===== src/design/assert_macros.svh =====
// Assertion macros shared by the design files.
// RAS_ASSERT_IMP: same-cycle implication. RAS_ASSERT_NXT: next-cycle implication.
`ifndef ASSERT_MACROS_SVH
`define ASSERT_MACROS_SVH
`ifndef SYNTHESIS
`define RAS_ASSERT_IMP(lbl, clk, rstn, ante, cons) \
    lbl: assert property (@(posedge clk) disable iff (!rstn) (ante) |-> (cons)) \
        else $error("assertion failed: same-cycle implication");
`define RAS_ASSERT_NXT(lbl, clk, rstn, ante, cons) \
    lbl: assert property (@(posedge clk) disable iff (!rstn) (ante) |=> (cons)) \
        else $error("assertion failed: next-cycle implication");
`else
`define RAS_ASSERT_IMP(lbl, clk, rstn, ante, cons)
`define RAS_ASSERT_NXT(lbl, clk, rstn, ante, cons)
`endif
`endif


===== src/design/ras_pkg.sv =====
package ras_pkg;

    // default store depth
    localparam int DEPTH_DEF  = 1024;

    // field widths
    localparam int FUNC_W     = 3;
    localparam int VALUE_W    = 32;
    localparam int POS_W      = 10;
    localparam int AMT_W      = 32;
    localparam int WORD_W     = 32;
    localparam int STAT_W     = 2;
    localparam int FILL_W     = 11;

    // stream payload widths, padded to whole bytes
    localparam int IN_DATA_W  = 80;
    localparam int OUT_DATA_W = 48;

    // width of the modulo unit dividend (rotation magnitude)
    localparam int DVD_W      = 32;

    typedef logic [FUNC_W-1:0] t_func;
    typedef logic [STAT_W-1:0] t_status;

    // operation codes
    localparam t_func OP_PUSH   = 3'd0;
    localparam t_func OP_POP    = 3'd1;
    localparam t_func OP_READ   = 3'd2;
    localparam t_func OP_WRITE  = 3'd3;
    localparam t_func OP_ROTATE = 3'd4;

    // status codes
    localparam t_status ST_OK    = 2'd0;
    localparam t_status ST_FULL  = 2'd1;
    localparam t_status ST_EMPTY = 2'd2;
    localparam t_status ST_RANGE = 2'd3;

endpackage


===== src/design/ras_mod_unit.sv =====
`include "assert_macros.svh"

// Restoring remainder unit: one dividend bit per cycle.
module ras_mod_unit import ras_pkg::*; #(
    parameter int CW = 11
) (
    input  logic             i_clk,
    input  logic             i_rst_n,
    input  logic             i_start,
    input  logic [DVD_W-1:0] i_dividend,
    input  logic [CW-1:0]    i_divisor,
    output logic             o_done,
    output logic [CW-1:0]    o_rem
);

    localparam int SW = $clog2(DVD_W);

    logic             r_busy;
    logic             r_done;
    logic [SW-1:0]    r_cnt;
    logic [DVD_W-1:0] r_dvd;
    logic [CW-1:0]    r_div;
    logic [CW-1:0]    r_rem;

    logic [CW:0]      trial;
    logic [CW:0]      diff;
    logic             geq;

    // one restoring step
    assign trial = {r_rem, r_dvd[DVD_W-1]};
    assign geq   = (trial >= {1'b0, r_div});
    assign diff  = trial - {1'b0, r_div};

    // control
    always_ff @(posedge i_clk) begin
        if (!i_rst_n) begin
            r_busy <= 1'b0;
            r_done <= 1'b0;
            r_cnt  <= '0;
        end else begin
            r_done <= 1'b0;
            if (i_start) begin
                r_busy <= 1'b1;
                r_cnt  <= SW'(DVD_W - 1);
            end else if (r_busy) begin
                r_cnt <= r_cnt - 1'b1;
                if (r_cnt == '0) begin
                    r_busy <= 1'b0;
                    r_done <= 1'b1;
                end
            end
        end
    end

    // datapath
    always_ff @(posedge i_clk) begin
        if (i_start) begin
            r_dvd <= i_dividend;
            r_div <= i_divisor;
            r_rem <= '0;
        end else if (r_busy) begin
            r_dvd <= {r_dvd[DVD_W-2:0], 1'b0};
            r_rem <= geq ? diff[CW-1:0] : trial[CW-1:0];
        end
    end

    assign o_done = r_done;
    assign o_rem  = r_rem;

    `RAS_ASSERT_IMP(a_rem_below_div, i_clk, i_rst_n, r_done, r_rem < r_div)
    `RAS_ASSERT_NXT(a_done_after_last, i_clk, i_rst_n, r_busy && (r_cnt == '0) && !i_start, r_done)
    `RAS_ASSERT_IMP(a_done_not_busy, i_clk, i_rst_n, r_done, !r_busy)

endmodule


===== config.mk =====
export PLATFORM = sky130hd
export DESIGN_NAME = ras_mod_unit
export DESIGN_NICKNAME = d
export VERILOG_FILES = /design/src/design/ras_pkg.sv /design/src/design/ras_mod_unit.sv
export VERILOG_INCLUDE_DIRS = /design/src /design/src/design
export SDC_FILE = /design/constraint.sdc
export NUM_CORES = 1
export LEC_CHECK = 0
export BUFFER_PORTS_ARGS = -buffer_cell sky130_fd_sc_hd__buf_2
export CAP_MARGIN = 0
export CELL_PAD_IN_SITES_DETAIL_PLACEMENT = 1
export CELL_PAD_IN_SITES_GLOBAL_PLACEMENT = 2
export CORE_ASPECT_RATIO = 1.2
export CORE_MARGIN = 2
export CORE_UTILIZATION = 33
export CTS_CLUSTER_SIZE = 12
export DETAILED_ROUTE_END_ITERATION = 12
export GPL_ROUTABILITY_DRIVEN = 1
export PLACE_DENSITY_LB_ADDON = 0.1
export SYNTH_ARGS = -nofsm -noshare
export SYNTH_HDL_FRONTEND = slang
export SYNTH_SLANG_ARGS = --single-unit
export TNS_END_PERCENT = 1

===== constraint.sdc =====
create_clock -name i_clk -period 3 [get_ports i_clk]
set_input_delay 0.15 -clock i_clk [delete_from_list [all_inputs] [get_ports i_clk]]
set_output_delay 0.15 -clock i_clk [all_outputs]
set_load 0.02 [all_outputs]

==> results.cfg <==
[clock_network]
number_of_sinks_handled_by_clock_tree_synthesis = 61
cts_root_buf = clkbuf_8
worstSkewPairLatency_ns = 0.35
postCtsSetupBuffers = 0
tritoncts = done
cts-buffers-inserted = 9
clock_tree.buffer_depth = 2
htreeDepth = 3
clk_pin_slew_ns = 0.08

[synthesis]
xor_xnor_share_of_the_synthesized_area_pct = 2.32
synth_top_family_by_area = multiplexers
synth_compound_area_share_pct = 11.1
synth.cell_area_sq_um = 3030
post_synth_and_or_nand_nor_area_fraction_pct = 9.84
postSynth.asyncResetShare_pct = 0
ys_seq_elements = 61
synthDistinctLibCells = 45
syn_avg_cell_area_sq_um = 11.9
yosys_warnings = 0
netlist_instances = 254
postSynthNetCount = 314
synth-main-ff-cell = edfxtp_1
synth_enable_flop_cells = 43
synth.area.mux_share_pct = 12.6
portion_of_the_post_synthesis_area_used_by_sequential_elements_pct = 54.6
synthAdderAreaFrac_pct = 6.04

[timing]
timing.final.hold_violations = 0
worstMarginPinSlew_ns = 0.551
slew_headroom_pct = 63.2
fin_ws_ns = 0.317
max_slew_violation_total_from_the_final_report = 0
fin_crit_ns = 2.68
timing.setup.tns_ns = 0
fin_crit_sh_pct = 89.4
maxClockFrequency_mhz = 373
rsz0062_at_grt = false
setup_viol_count_final = 0
hold_slack_ns = 0.0946
fin_worst_skew_ns = 0.0119

[grt]
grt_start_max_net_pins = 33
grt_antenna_before_repair = 0
gr-total-overflow = 0
grt_pass1_vias = 2425
grt.total_usage_pct = 15.5
first_pass_grt_wire_length_mm = 11.8

[setup_path]
worstPathMaxFanout = 8
worst_r2r_startpoint = r_dvd[31]
data_arrival_time_at_the_worst_slack_endpoint_ns = 2.93
critical_path.top_delay_family = compound AO/OA/AOI/OAI gates
r2r_end = o_rem[3]
timing.critical_path.required_ns = 3.25
regToRegSetupSlack_ns = 0.32
reg2reg_depth = 9
timing.critical_path.slowest_stage_cell = fa_1
start_kind = flip-flop
cp-end-kind = flip-flop
cp_num_buf_inv = 1
timing.setup.critical_path_class = flip-flop to flip-flop
timing.critical_path.cells = inv_1 > ha_1 > fa_1 > nand2b_2 > o2bb2ai_2 > a211o_1 > nand2_1 > mux2_2 > a22o_1
setup.worst_path.start = r_dvd[31]
crit_path_max_cell_delay_ns = 0.41

[final_layout]
drive_above_1_share_pct = 34.5
post_layout_nonfiller_instances = 456
nNetsFinal = 391
area_growth_syn_to_layout_pct = 25.1
final_cell_mix = buf_2 (57), edfxtp_1 (43), mux2_2 (33)
num_antenna_cells = 0
layout.cells.most_common = buf_2
fillers = 1015

[floorplan]
number_of_standard_cell_rows_in_the_floorplan = 38
die_x_microns = 91.4
io-pin-count = 58
chipHeight_microns = 109
core_area_sq_um = 8990
die_ar_sq_um = 9950
initial_utilization_pct = 33.7

[drt]
drt_pre_antenna_iters = 4
ant_nets = 0
wirelength_mm = 6.93
post-route-drc-count = 0
routedWlPerCell_microns = 15.2
vias_per_cell = 4.86
first_iter_violations = 83
via_count = 2214

[placed_design]
gp_congestion = 0.832
io_buffers = 57
detailed_place_hpwl_mm = 5.04
pre_cts_slack_ns = 0.329
numPlacedInstances = 429

[hold_path]
worstHoldEndpoint = r_dvd[0]
worstHoldPathType = input pin to flip-flop
worst_hold_path_startpoint = i_dividend[0]
worstHoldPathCells = 2

[power_and_ir_drop]
p_leak_nw = 1.58
design_power_total_mw = 2.06
power_per_cell_area_nw_per_um2 = 543
peakVddDrop_mv = 0.367

[job]
maxCapViolCount = 0

[outcome]
outcome = complete, no violations
## worst reg2reg max path, delay by kind of cell, from the launching register on
kind	cells	cell delay [ns]
fa+ha+maj	2	0.63
buf+inv	1	0.05
simple gates	2	0.47
compound gates	3	0.71
flops	1	0.35
mux	1	0.38
## per-layer routing
metal	share of wire [%]	GRT usage, %
met1	41	17.2
met2	52	28.0
met3	4.8	4.77
met4	1.4	5.84
met5	0	0
## power breakdown
group          switching [mW]  total (mW)  internal [mW]
registers              0.0308        1.02          0.985
clock network           0.364       0.750          0.386
logic                   0.148       0.290          0.142
total                   0.543        2.06           1.51
## repair_timing
action	4_1_cts	5_1_grt
gates resized for setup	0	0
hold buffers	11	0
hold endpoints to repair	11	0
## worst max-delay path by stage
stage                     endpoint  cells after the start
after floorplan           o_rem[6]                      9
after global placement    o_rem[3]                      9
after detailed placement  o_rem[3]                      9
after CTS                 o_rem[3]                      9
after global routing      o_rem[3]                      9
final                     o_rem[3]                      9
## cells in the mapped netlist (all sizes together), types with 2 or more instances
cell type  instances  area share, %
mux2              33             12
edfxtp            43             43
xor2               4            1.2
a21o               2           0.50
and2               2           0.41
nor3               5           0.99
or3                2           0.41
clkbuf             6           0.74
dfxtp             18             12
nor2              25            3.1
o21ai             14            2.3
nand2             13            1.6
a21oi             14            2.3
a22o               3           0.87
nor2b              2           0.41
nand2b             3           0.70
nand4              2           0.41
xnor2              4            1.2
inv               19            2.4
ha                13            5.4
o21a               4           0.99
a211oi             2           0.50
## metrics by stage
stage	utilization [%]	instance area (sq um)
final	42.1	3780
after global routing	42.1	3780
after CTS	42.1	3780
after detailed placement	38.7	3480
after global placement	38.7	3480
after floorplan	-	3030
## flip-flops by register name, indices dropped and copies added, names as in the netlist
register / cells
r_div: 11
o_rem: 11
r_busy: 1
r_dvd: 32
r_cnt: 5
o_done: 1
## kinds of logic (layout without fill, tap and decap cells)
group                    after synthesis  count (layout)
multiplexers                          34              34
buffers and inverters                 26             108
flip-flops                            61              61
adder cells (fa/ha/maj)               14              14
AO/OA/AOI/OAI                         50              50
XOR/XNOR                               8               8
AND/OR/NAND/NOR                       61              61
## layout make-up
| cell class | instances | area (sq um) | share of cell area (%) |
|---|---|---|---|
| timing repair buffer | 73 | 445 | 11.8 |
| clock inverter | 7 | 73.8 | 1.95 |
| tap | 120 | 150 | 3.97 |
| inverter | 19 | 71.3 | 1.88 |
| multi-input combinational | 167 | 1270 | 33.5 |
| sequential | 61 | 1650 | 43.6 |
| clock buffer | 9 | 124 | 3.27 |
(Power assumes the default switching activity.)
